==> src/sv/cgv_pkg.sv <==
// Shared types, constants and helpers for the chained-keystream cipher.
package cgv_pkg;

    localparam int KEY_MAX  = 16;
    localparam int POS_W    = (KEY_MAX > 1) ? $clog2(KEY_MAX) : 1;
    localparam int CNT_W    = POS_W + 1;
    localparam int LEN_W    = (CNT_W > 5) ? CNT_W : 5;
    localparam int LETTER_W = 5;
    localparam int SLOT_W   = 4;
    localparam int APB_AW   = 3;
    localparam int APB_DW   = 32;

    localparam logic [LETTER_W-1:0] ALPHA = LETTER_W'(26);

    localparam logic KIND_KEY  = 1'b0;
    localparam logic KIND_TEXT = 1'b1;

    typedef enum logic [0:0] {
        REG_KEY_LENGTH   = 1'b0,
        REG_DECRYPT_MODE = 1'b1
    } t_reg_idx;

    typedef struct packed {
        logic [4:0] key_length;
        logic       decrypt_mode;
    } t_cfg;

    typedef struct packed {
        logic                kind;
        logic [LETTER_W-1:0] letter;
        logic [SLOT_W-1:0]   key_slot;
        logic                restart;
    } t_item;

    // Reduce a value below 2*26 into 0..25.
    function automatic logic [LETTER_W-1:0] mod26(input logic [LETTER_W:0] v);
        logic [LETTER_W:0] d;
        d = v - {1'b0, ALPHA};
        return (v < {1'b0, ALPHA}) ? v[LETTER_W-1:0] : d[LETTER_W-1:0];
    endfunction

endpackage

==> src/sv/cgv_core.sv <==
// Key store, plaintext history and the combinational keystream recurrence.
module cgv_core (
    input  logic                          i_clk,
    input  logic                          i_rst_n,
    input  logic                          i_en,
    input  cgv_pkg::t_cfg                 i_cfg,
    input  cgv_pkg::t_item                i_item,
    output logic [cgv_pkg::LETTER_W-1:0]  o_letter_out
);

    logic [cgv_pkg::LETTER_W-1:0] r_key_store [cgv_pkg::KEY_MAX];
    logic [cgv_pkg::LETTER_W-1:0] r_hist      [cgv_pkg::KEY_MAX];
    logic [cgv_pkg::LETTER_W-1:0] r_prev_ks;
    logic [cgv_pkg::POS_W-1:0]    r_pos;
    logic                         r_past;

    logic [cgv_pkg::LETTER_W-1:0] n_prev_ks;
    logic [cgv_pkg::POS_W-1:0]    n_pos;
    logic                         n_past;

    logic [cgv_pkg::LETTER_W-1:0] let_v;
    logic [cgv_pkg::LETTER_W-1:0] prev_v;
    logic [cgv_pkg::LETTER_W-1:0] ks;
    logic [cgv_pkg::LETTER_W-1:0] result;
    logic [cgv_pkg::LETTER_W-1:0] plain;
    logic [cgv_pkg::POS_W-1:0]    pos;
    logic                         past;
    logic [cgv_pkg::LEN_W-1:0]    len_eff;
    logic [cgv_pkg::LEN_W-1:0]    next;
    logic                         is_text;
    logic                         slot_ok;

    always_comb begin
        is_text = (i_item.kind == cgv_pkg::KIND_TEXT);
        let_v   = cgv_pkg::mod26({1'b0, i_item.letter});
        slot_ok = (32'(i_item.key_slot) < 32'(cgv_pkg::KEY_MAX));

        // restart starts the message over in the same cycle
        pos    = i_item.restart ? '0 : r_pos;
        past   = i_item.restart ? 1'b0 : r_past;
        prev_v = i_item.restart ? '0 : r_prev_ks;

        ks = past ? cgv_pkg::mod26({1'b0, r_hist[pos]} + {1'b0, prev_v})
                  : r_key_store[pos];

        if (i_cfg.decrypt_mode) begin
            result = cgv_pkg::mod26({1'b0, let_v} + {1'b0, cgv_pkg::ALPHA} - {1'b0, ks});
            plain  = result;
        end else begin
            result = cgv_pkg::mod26({1'b0, let_v} + {1'b0, ks});
            plain  = let_v;
        end

        priority if (i_cfg.key_length == '0) begin
            len_eff = cgv_pkg::LEN_W'(1);
        end else if (cgv_pkg::LEN_W'(i_cfg.key_length) > cgv_pkg::LEN_W'(cgv_pkg::KEY_MAX)) begin
            len_eff = cgv_pkg::LEN_W'(cgv_pkg::KEY_MAX);
        end else begin
            len_eff = cgv_pkg::LEN_W'(i_cfg.key_length);
        end

        next      = cgv_pkg::LEN_W'(pos) + cgv_pkg::LEN_W'(1);
        n_prev_ks = ks;
        if (next >= len_eff) begin
            n_pos  = '0;
            n_past = 1'b1;
        end else begin
            n_pos  = next[cgv_pkg::POS_W-1:0];
            n_past = past;
        end
    end

    assign o_letter_out = result;

    always_ff @(posedge i_clk) begin
        if (i_en && !is_text && slot_ok) begin
            r_key_store[cgv_pkg::POS_W'(i_item.key_slot)] <= let_v;
        end
        if (i_en && is_text) begin
            r_hist[pos] <= plain;
        end
    end

    always_ff @(posedge i_clk) begin
        if (!i_rst_n) begin
            r_prev_ks <= '0;
            r_pos     <= '0;
            r_past    <= 1'b0;
        end else if (i_en && is_text) begin
            r_prev_ks <= n_prev_ks;
            r_pos     <= n_pos;
            r_past    <= n_past;
        end
    end

endmodule

==> src/sv/chained_gamma_vigenere_cipher_unit.sv <==
// Chained-keystream Vigenere cipher unit: top level with handshake and APB registers.
//
// Input channel (i_valid/o_stall) carries one beat per letter. kind 0 writes
// letter into the key store at key_slot and gives no result; kind 1 is a text
// letter and gives exactly one beat on the output channel (o_valid/i_stall).
// restart marks the first text letter of a message and is ignored on key beats.
// Registers over APB: key_length at 0x0, decrypt_mode at 0x4; write them only
// while no beats are in flight. Load all key slots in use before any text.
// A text beat passes through the input register, then the result register, on its way
// to o_letter_out. Throughput: one beat per cycle while the receiver does not stall;
// the mod-26 keystream update in the core is combinational.
// Reset (synchronous, active low) clears both stages, the message position and
// the keystream; key_length returns to 1 and decrypt_mode to 0. Key store and
// history are not cleared.
// When the receiver stalls, the result register holds; the input register
// still takes beats, and o_stall rises only once a text beat is held there.
module chained_gamma_vigenere_cipher_unit (
    input  logic                          i_clk,
    input  logic                          i_rst_n,
    input  logic                          i_valid,
    output logic                          o_stall,
    input  logic                          i_kind,
    input  logic [cgv_pkg::LETTER_W-1:0]  i_letter,
    input  logic [cgv_pkg::SLOT_W-1:0]    i_key_slot,
    input  logic                          i_restart,
    output logic                          o_valid,
    input  logic                          i_stall,
    output logic [cgv_pkg::LETTER_W-1:0]  o_letter_out,
    input  logic                          psel,
    input  logic                          penable,
    input  logic                          pwrite,
    input  logic [cgv_pkg::APB_AW-1:0]    paddr,
    input  logic [cgv_pkg::APB_DW-1:0]    pwdata,
    output logic [cgv_pkg::APB_DW-1:0]    prdata,
    output logic                          pready
);

    cgv_pkg::t_cfg                r_cfg;
    cgv_pkg::t_item               r_s1;
    logic                         r_s1_valid;
    logic                         r_out_valid;
    logic [cgv_pkg::LETTER_W-1:0] r_out_letter;

    cgv_pkg::t_item               in_item;
    cgv_pkg::t_reg_idx            reg_idx;
    logic [cgv_pkg::LETTER_W-1:0] core_letter;
    logic                         cfg_wr;
    logic                         out_free;
    logic                         s1_adv;
    logic                         accept_in;

    assign pready  = 1'b1;
    assign reg_idx = cgv_pkg::t_reg_idx'(paddr[2]);
    assign cfg_wr  = psel && penable && pwrite && pready;

    always_comb begin
        unique case (reg_idx)
            cgv_pkg::REG_KEY_LENGTH:   prdata = cgv_pkg::APB_DW'(r_cfg.key_length);
            cgv_pkg::REG_DECRYPT_MODE: prdata = cgv_pkg::APB_DW'(r_cfg.decrypt_mode);
            default:                   prdata = '0;
        endcase
    end

    always_ff @(posedge i_clk) begin
        if (!i_rst_n) begin
            r_cfg.key_length   <= 5'd1;
            r_cfg.decrypt_mode <= 1'b0;
        end else if (cfg_wr) begin
            unique case (reg_idx)
                cgv_pkg::REG_KEY_LENGTH:   r_cfg.key_length   <= pwdata[4:0];
                cgv_pkg::REG_DECRYPT_MODE: r_cfg.decrypt_mode <= pwdata[0];
                default:                   r_cfg <= r_cfg;
            endcase
        end
    end

    always_comb begin
        in_item.kind     = i_kind;
        in_item.letter   = i_letter;
        in_item.key_slot = i_key_slot;
        in_item.restart  = i_restart;
    end

    // key beats retire without needing the result register
    assign out_free  = !r_out_valid || !i_stall;
    assign s1_adv    = r_s1_valid && ((r_s1.kind == cgv_pkg::KIND_KEY) || out_free);
    assign o_stall   = r_s1_valid && !s1_adv;
    assign accept_in = i_valid && !o_stall;

    always_ff @(posedge i_clk) begin
        if (accept_in) begin
            r_s1 <= in_item;
        end
    end

    always_ff @(posedge i_clk) begin
        if (!i_rst_n) begin
            r_s1_valid <= 1'b0;
        end else if (accept_in) begin
            r_s1_valid <= 1'b1;
        end else if (s1_adv) begin
            r_s1_valid <= 1'b0;
        end
    end

    cgv_core u_core (
        .i_clk        (i_clk),
        .i_rst_n      (i_rst_n),
        .i_en         (s1_adv),
        .i_cfg        (r_cfg),
        .i_item       (r_s1),
        .o_letter_out (core_letter)
    );

    always_ff @(posedge i_clk) begin
        if (s1_adv && (r_s1.kind == cgv_pkg::KIND_TEXT)) begin
            r_out_letter <= core_letter;
        end
    end

    always_ff @(posedge i_clk) begin
        if (!i_rst_n) begin
            r_out_valid <= 1'b0;
        end else if (s1_adv && (r_s1.kind == cgv_pkg::KIND_TEXT)) begin
            r_out_valid <= 1'b1;
        end else if (!i_stall) begin
            r_out_valid <= 1'b0;
        end
    end

    assign o_valid      = r_out_valid;
    assign o_letter_out = r_out_letter;

`ifndef ASSERT_OFF
    a_out_in_range: assert property (@(posedge i_clk) disable iff (!i_rst_n)
        o_valid |-> (o_letter_out < cgv_pkg::ALPHA))
        else $error("result letter out of range");

    a_result_from_text: assert property (@(posedge i_clk) disable iff (!i_rst_n)
        $rose(o_valid) |-> $past(r_s1_valid && (r_s1.kind == cgv_pkg::KIND_TEXT)))
        else $error("result beat without a text beat in the input stage");

    a_stall_needs_item: assert property (@(posedge i_clk) disable iff (!i_rst_n)
        o_stall |-> (r_s1_valid && r_out_valid && i_stall))
        else $error("input stalled with room in the pipeline");
`endif

endmodule

==> config.mk <==
export PLATFORM = sky130hd
export DESIGN_NAME = chained_gamma_vigenere_cipher_unit
export DESIGN_NICKNAME = d
export VERILOG_FILES = /design/src/sv/cgv_pkg.sv /design/src/sv/cgv_core.sv /design/src/sv/chained_gamma_vigenere_cipher_unit.sv
export SDC_FILE = /design/constraint.sdc
export NUM_CORES = 1
export LEC_CHECK = 0
export CORE_ASPECT_RATIO = 0.9
export CORE_MARGIN = 1.5
export CORE_UTILIZATION = 64
export DETAILED_ROUTE_END_ITERATION = 8
export DONT_BUFFER_PORTS = 1
export PLACE_DENSITY = 0.8
export REMOVE_ABC_BUFFERS = 1
export SYNTH_ARGS = -nofsm -noshare
export SYNTH_HDL_FRONTEND = slang
export SYNTH_HIERARCHICAL = 1
export SYNTH_SLANG_ARGS = --single-unit
==> constraint.sdc <==
create_clock -name i_clk -period 7.6 [get_ports i_clk]
set_input_delay 1.14 -clock i_clk [delete_from_list [all_inputs] [get_ports i_clk]]
set_output_delay 1.14 -clock i_clk [all_outputs]
set_load 0.02 [all_outputs]
# == Word level (Yosys, flattened, before mapping) ==
# Memories as Yosys holds them, arrays and structs flattened.
# Cells that the tools add are included.
# word_totals
register_bits,34
latchBits,0
mem_bits_rw,160
rom_bits,0
input_bits,53
out_inout_bits,40
elab_cells,73
mem_count,2
# mem_list
memory,words,word_bits,read_ports,rd_clocked_by_memory_dff,wr,line_no,text
u_core.r_hist,16,5,1,0,1,cgv_core.sv:12,logic [cgv_pkg::LETTER_W-1:0] r_hist [cgv_pkg::KEY_MAX];
u_core.r_key_store,16,5,1,0,1,cgv_core.sv:11,logic [cgv_pkg::LETTER_W-1:0] r_key_store [cgv_pkg::KEY_MAX];
# op_classes
add_sub_neg,9
multipliers,0
div,0
n_lt_le_gt_ge,6
n_eq_ne,1
shifts,0
muxes,23
n_bitwise,2
n_reduce_logical,18
# op_table
cell,count
case mux 32 bit (2 select lines),1
two-way mux 5 bit,10
"subtractor 5 bit, second input constant",4
"< comparator 6 x 5 -> 1 bit, second input constant",3
adder 5 x 5 -> 6 bit,2
two-way mux 1 bit,10
two-way mux 4 bit,2
logical AND 1 bit,7
"adder 5 x 5 -> 6 bit, second input constant",1
subtractor 6 x 5 -> 6 bit,1
"adder 4 x 1 -> 5 bit, second input constant",1
>= comparator 5 bit,1
"greater-than comparator 5 bit, second input constant",1
logical NOT 1 bit,5
logical NOT 5 bit,1
"< comparator 5 bit, second input constant",1
AND reduction 2 bit,2
logical OR 1 bit,2
"!= test 2 x 1 -> 1 bit, second input constant",1
NOT 1 bit,2
nonzero test 2 bit,1

# == Longest topological paths before layout ==
# An unclocked memory read counts as a cell.
# logic_depth
ltp_word,10
mapped_depth,28
depth_no_buf,24

# == By module ==
# The synthesis kept the hierarchy.
# by_module_without_submodules
mod,n_inst,cells_each,area_each_um2,seq_area_each_um2
cgv_core,1,731,8594.5,5004.8
chained_gamma_vigenere_cipher_unit,1,90,1099.8,640.6

# == Least setup slack after synthesis ==
# Ideal clock, no wire load.
# synth_timing
kind,flip-flop to flip-flop
start,register u_core/r_pos[0] in the netlist's numbering
end,memory u_core/r_hist[0][2] in the netlist's numbering (data pin)
setup_ns,0.330
arrival_ns,5.938
required_ns,7.270
setup_slack_ns,1.332
path_stages_with_launch,26
path_buffers,4
period_less_slack_ns,6.268
cell_sequence,dfxtp_1 -> buf_4 -> buf_4 -> buf_4 -> buf_2 -> mux2i_1 -> a21oi_1 -> a21oi_1 -> a21oi_1 -> ha_1 -> fa_1 -> xor2_1 -> inv_1 -> o41ai_4 -> a21oi_2 -> mux2_4 -> a21boi_1 -> ha_1 -> inv_1 -> ha_1 -> fa_1 -> xor2_1 -> a21o_1 -> o21bai_1 -> mux2_2 -> o21ai_0
# synth_via
elab_chain_len,10
word_cells_on_any_way,13
classes_between,add/sub (4); order compare (2); mux (5); memory (2)
# synth_rtl
element,line_no,text
from (decl),cgv_core.sv:14,logic [cgv_pkg::POS_W-1:0] r_pos;
from (signal assigned),cgv_core.sv:91,r_pos <= n_pos;
two-way mux 4 bit (*),cgv_core.sv:39,pos = i_item.restart ? '0 : r_pos;
memory read (16 x 5 bit),-,
adder 5 x 5 -> 6 bit,cgv_core.sv:43,"ks = past ? cgv_pkg::mod26({1'b0, r_hist[pos]} + {1'b0, prev_v})"
subtractor 5 bit or < comparator 6 x 5 -> 1 bit (tied branches),"cgv_pkg.sv:38, cgv_pkg.sv:39",
two-way mux 5 bit,cgv_pkg.sv:39,"return (v < {1'b0, ALPHA}) ? v[LETTER_W-1:0] : d[LETTER_W-1:0];"
two-way mux 5 bit (*),cgv_core.sv:43,
net u_core.ks (one bit),cgv_core.sv:23,logic [cgv_pkg::LETTER_W-1:0] ks;
subtractor 6 x 5 -> 6 bit (*),cgv_core.sv:47,"result = cgv_pkg::mod26({1'b0, let_v} + {1'b0, cgv_pkg::ALPHA} - {1'b0, ks});"
subtractor 5 bit or < comparator 6 x 5 -> 1 bit (tied branches),"cgv_pkg.sv:38, cgv_pkg.sv:39",
two-way mux 5 bit (*),cgv_pkg.sv:39,
two-way mux 5 bit (*),cgv_core.sv:46,if (i_cfg.decrypt_mode) begin
net u_core.plain (one bit),cgv_core.sv:25,logic [cgv_pkg::LETTER_W-1:0] plain;
to (decl),cgv_core.sv:12,
# The timed path passes the listed nets; every way through them passes the cells marked *.

# == Worst setup path in the final report ==
# layout_timing
start,register r_s1[0] in the netlist's numbering
end,memory u_core/r_hist[1][2] in the netlist's numbering (data pin)
# layout_via
elab_chain_len,10
word_cells_on_any_way,15
classes_between,add/sub (4); order compare (2); mux (7); memory (2)
# layout_rtl
element,line_no,text
from (decl),chained_gamma_vigenere_cipher_unit.sv:39,cgv_pkg::t_item r_s1;
from (signal assigned),chained_gamma_vigenere_cipher_unit.sv:92,r_s1 <= in_item;
two-way mux 4 bit,cgv_core.sv:39,
memory read (16 x 5 bit),-,
adder 5 x 5 -> 6 bit,cgv_core.sv:43,
subtractor 5 bit or < comparator 6 x 5 -> 1 bit (tied branches),"cgv_pkg.sv:38, cgv_pkg.sv:39",
two-way mux 5 bit,cgv_pkg.sv:39,
two-way mux 5 bit (*),cgv_core.sv:43,
net u_core.ks (one bit),cgv_core.sv:23,
subtractor 6 x 5 -> 6 bit (*),cgv_core.sv:47,
subtractor 5 bit or < comparator 6 x 5 -> 1 bit (tied branches),"cgv_pkg.sv:38, cgv_pkg.sv:39",
two-way mux 5 bit (*),cgv_pkg.sv:39,
two-way mux 5 bit (*),cgv_core.sv:46,
net u_core.plain (one bit),cgv_core.sv:25,
# Marks and branches as above.

==> results.md <==
- Total via count in the routed design: 6492
- Reg clk slew, reported paths: 0.07 ns
- Number of CTS-inserted buffers: 17
- Gate count after technology mapping: 821
- CP arrival: 7.36 ns
- Detailed-placement wirelength estimate: 13.9 mm
- Syn-to-layout area delta: 6.07%
- Worst Skew: 0.00866 ns
- Post-CTS sizing: 0
- Avg Vias per Cell: 6.38
- Clock period minus final worst setup slack: 7.09 ns
- Placer's final routability congestion estimate: 0.919
- Ratio of cells with drive above 1 in the final layout: 0.0878
- Setup violation total in the final timing report: 0
- Clock root cell: sky130_fd_sc_hd__clkbuf_16
- GRT Total Usage: 0.273
- Number of iterations in the first detailed-routing pass: 5
- Setup_tns: 0 ns
- Yosys warnings: 6
- Setup bufs post-CTS: 0
- Ranking of synthesized cells by area: sky130_fd_sc_hd__edfxtp_1 (55%), sky130_fd_sc_hd__ha_1 (4.0%), sky130_fd_sc_hd__dfxtp_1 (3.7%), sky130_fd_sc_hd__nand2_1 (3.5%), sky130_fd_sc_hd__mux2i_1 (2.6%)
- Maximum Capacitance Violations: 0
- Worst ir drop on vdd: 0.298 mV
- Largest net degree at the start of global routing: 79
- Number of antenna violations at the first check in global routing: 0
- Fraction of synthesis flops using an asynchronous set or reset pin: 0
- Count of input and output buffers: 0
- Die extent in y: 120 um
- Number of synthesized register bits: 194
- Global-route wire length before repair: 32.6 mm
- Clock latency on the worst-skew pair: 0.44 ns
- Cell internal pwr: 1.78 mW
- Standby leakage power: 3.63 nW
- Power per cell area: 225 mW/mm^2
- Initial Util: 0.656
- Unrepaired setup endpoints after global routing: no
- Remaining max-slew budget at the tightest pin: 0.158
- Core ar.: 0.0148 mm^2
- Depth of the CTS H-tree: 4
- Most used standard cell by instance count after synthesis: sky130_fd_sc_hd__edfxtp_1
- Routed Wire Length: 21.0 mm
- Synthesized area divided by synthesized cell count: 11.8 um^2
- Highest clock rate: 141 MHz
- Net count of the finished layout: 895
- Delay of the slowest cell on the worst path: 0.64 ns
- Measured slew at the worst slew-check pin: 1.26 ns
- Die boundary width: 133 um
- Cell types with the highest counts after synthesis: sky130_fd_sc_hd__edfxtp_1 (176), sky130_fd_sc_hd__nand2_1 (91), sky130_fd_sc_hd__nor2_1 (58)
- Crit-path max FO: 37
- Crit-path cells: and2b_1, inv_2, a211oi_1, a31oi_1, o22ai_1, nor2_1, fa_1, xor2_1, inv_1, o41ai_4, a21oi_2, mux2_4, a21boi_1, ha_1, inv_1, ha_1, fa_1, xor2_1, a21o_1, o21bai_1, mux2_2, o21ai_0, buf_4
- Max Root-Sink Buffers: 2
- Family of cells with the greatest summed delay on the critical path: compound AO/OA/AOI/OAI gates
- Per-cell routed wire length: 20.7 um
- GR Overflow Total: 0
- Post-synth top area cell: sky130_fd_sc_hd__edfxtp_1
- Clock power frac: 0.389
- Vias in the first global route: 6052
- Crit. End Element: register
- # rows: 42
- Total inserted antenna cells: 0
- Crit Path Category: register to register
- Post-route DRC: 0
- Status: finished, final reports clean
- Final max-slew violation count: 0
- Kind of path behind the tightest hold check: register to register
- Number of top-level design ports: 93
- Seq/Total Area, Yosys: 0.582
- CTS sink count: 194
- Post-route total power: 2.31 mW
- Full die area: 0.0159 mm^2
- Top flip-flop cell by instance count after synthesis: sky130_fd_sc_hd__edfxtp_1
- Crit-path slowest cell: sky130_fd_sc_hd__and2b_1
- Switch share: 0.230
- DRC violation total after the first TritonRoute iteration: 748
- Combinational share of power: 0.091
- Area share of the leading cell type in the synthesized netlist: 0.545
- Worst hold slack: 0.473 ns
- Number of enable-type register cells in the synthesized netlist: 176
- Part of the cycle the worst path needs: 0.933
- Netlist area before placement: 0.00969 mm^2
- CP required: 7.87 ns
- Net switching component of the power: 0.531 mW
- Kind of launch point of the worst setup path: register
- Cell variety after synth: 79
- Reg power frac: 0.519
- Clock tree from TritonCTS: done
- Worst path buffer plus inverter count: 4
- CTS Hold Bufs: 0
- Number of nets still failing antenna checks after routing: 0
- Number of hold-slack violations in the final timing report: 0
-- cells by family after synthesis --
logic type / count (synthesis) / synth area share
multiplexers: 35 / 0.0378
AO/OA/AOI/OAI: 178 / 0.129
flip-flops: 194 / 0.582
buffers and inverters: 101 / 0.0570
adder cells (fa/ha/maj): 34 / 0.0462
AND/OR/NAND/NOR: 261 / 0.132
other: 2 / 0.000775
XOR/XNOR: 16 / 0.0145
-- state kept, by name, indices dropped and copies added, names as in the netlist --
signal              flops
u_core/r_hist          80
u_core/r_key_store     80
r_s1                   11
r_cfg                   6
o_letter_out            5
u_core/r_prev_ks        5
u_core/r_pos            4
o_valid                 1
r_s1_valid              1
u_core/r_past           1
-- path summary, 6_finish.rpt --
path / start / to / slack (ns) / cells past startpoint
max: r_s1[0]$_DFFE_PP_ / u_core/r_hist[1][2]$_DFFE_PP_ / 0.51 / 23
min: u_core/r_prev_ks[4]$_SDFFE_PN0P_ / u_core/r_prev_ks[4]$_SDFFE_PN0P_ / 0.47 / 2
max reg2reg: r_s1[0]$_DFFE_PP_ / u_core/r_hist[1][2]$_DFFE_PP_ / 0.51 / 23
min reg2reg: u_core/r_prev_ks[4]$_SDFFE_PN0P_ / u_core/r_prev_ks[4]$_SDFFE_PN0P_ / 0.47 / 2
-- layer usage --
| metal | global-route usage | share of wire |
|---|---|---|
| met5 | 0 | 0 |
| met4 | 0.117 | 0.028 |
| met3 | 0.0465 | 0.077 |
| met2 | 0.441 | 0.48 |
| met1 | 0.370 | 0.41 |
-- worst register-to-register path: stages, from the launching register on --
cell	delay [ns]
sky130_fd_sc_hd__edfxtp_1	0.59
sky130_fd_sc_hd__and2b_1	0.64
sky130_fd_sc_hd__inv_2	0.44
sky130_fd_sc_hd__a211oi_1	0.37
sky130_fd_sc_hd__a31oi_1	0.11
sky130_fd_sc_hd__o22ai_1	0.22
sky130_fd_sc_hd__nor2_1	0.15
sky130_fd_sc_hd__fa_1	0.49
sky130_fd_sc_hd__xor2_1	0.37
sky130_fd_sc_hd__inv_1	0.17
sky130_fd_sc_hd__o41ai_4	0.33
sky130_fd_sc_hd__a21oi_2	0.14
sky130_fd_sc_hd__mux2_4	0.34
sky130_fd_sc_hd__a21boi_1	0.24
sky130_fd_sc_hd__ha_1	0.18
sky130_fd_sc_hd__inv_1	0.05
sky130_fd_sc_hd__ha_1	0.21
sky130_fd_sc_hd__fa_1	0.41
sky130_fd_sc_hd__xor2_1	0.22
sky130_fd_sc_hd__a21o_1	0.18
sky130_fd_sc_hd__o21bai_1	0.24
sky130_fd_sc_hd__mux2_2	0.39
sky130_fd_sc_hd__o21ai_0	0.19
sky130_fd_sc_hd__buf_4	0.25
-- area by class of cell --
| type | instances | area (um^2) |
|---|---|---|
| Clock buffer | 19 | 433 |
| Clock inverter | 12 | 156 |
| Fill cell | 1002 | 4480 |
| Inverter | 32 | 123 |
| Multi-Input combinational cell | 552 | 3590 |
| Sequential cell | 194 | 5650 |
| Tap cell | 198 | 248 |
| Timing Repair Buffer | 11 | 82.6 |
-- placed cells by master (no fill, tap or decap), drive strengths merged, types with 4 or more instances in the layout --
cell type	netlist	routed
edfxtp	176	176
nand2	91	91
nor2	58	58
nor2b	36	36
inv	32	35
ha	31	31
a211oi	31	31
conb	2	28
o21ai	28	28
a21oi	26	26
mux2i	25	25
a31oi	21	21
clkbuf	14	19
dfxtp	18	18
nor3	14	14
nand3	12	12
nand2b	11	11
buf	55	11
o22ai	10	10
mux2	10	10
xnor2	9	9
a311oi	8	8
a21o	8	8
xor2	7	7
and2b	6	6
or2	5	5
o21a	4	4
a221oi	4	4
and3b	4	4
o41ai	4	4
and3	4	4
-- power groups by stage --
stage	clock (mW)	sequential [mW]	combinational [mW]
2_1_floorplan	0	1.22	0.151
5_1_grt	0.948	1.20	0.230
6_report	0.899	1.20	0.211
3_3_place_gp	0	1.22	0.193
4_1_cts	0.910	1.20	0.206
3_5_place_dp	0	1.22	0.205
-- stage by stage --
stage | util | cell area (um^2) | setup WS [ns] | instances
after floorplan | - | 9360 | -0.254 | 778
after global placement | 0.656 | 9690 | 0.849 | 987
after detailed placement | 0.656 | 9690 | 0.667 | 987
after CTS | 0.696 | 10300 | 0.641 | 1018
after global routing | 0.696 | 10300 | 0.114 | 1018
final | 0.696 | 10300 | 0.509 | 1018
Power figures use the tool's default switching activity.
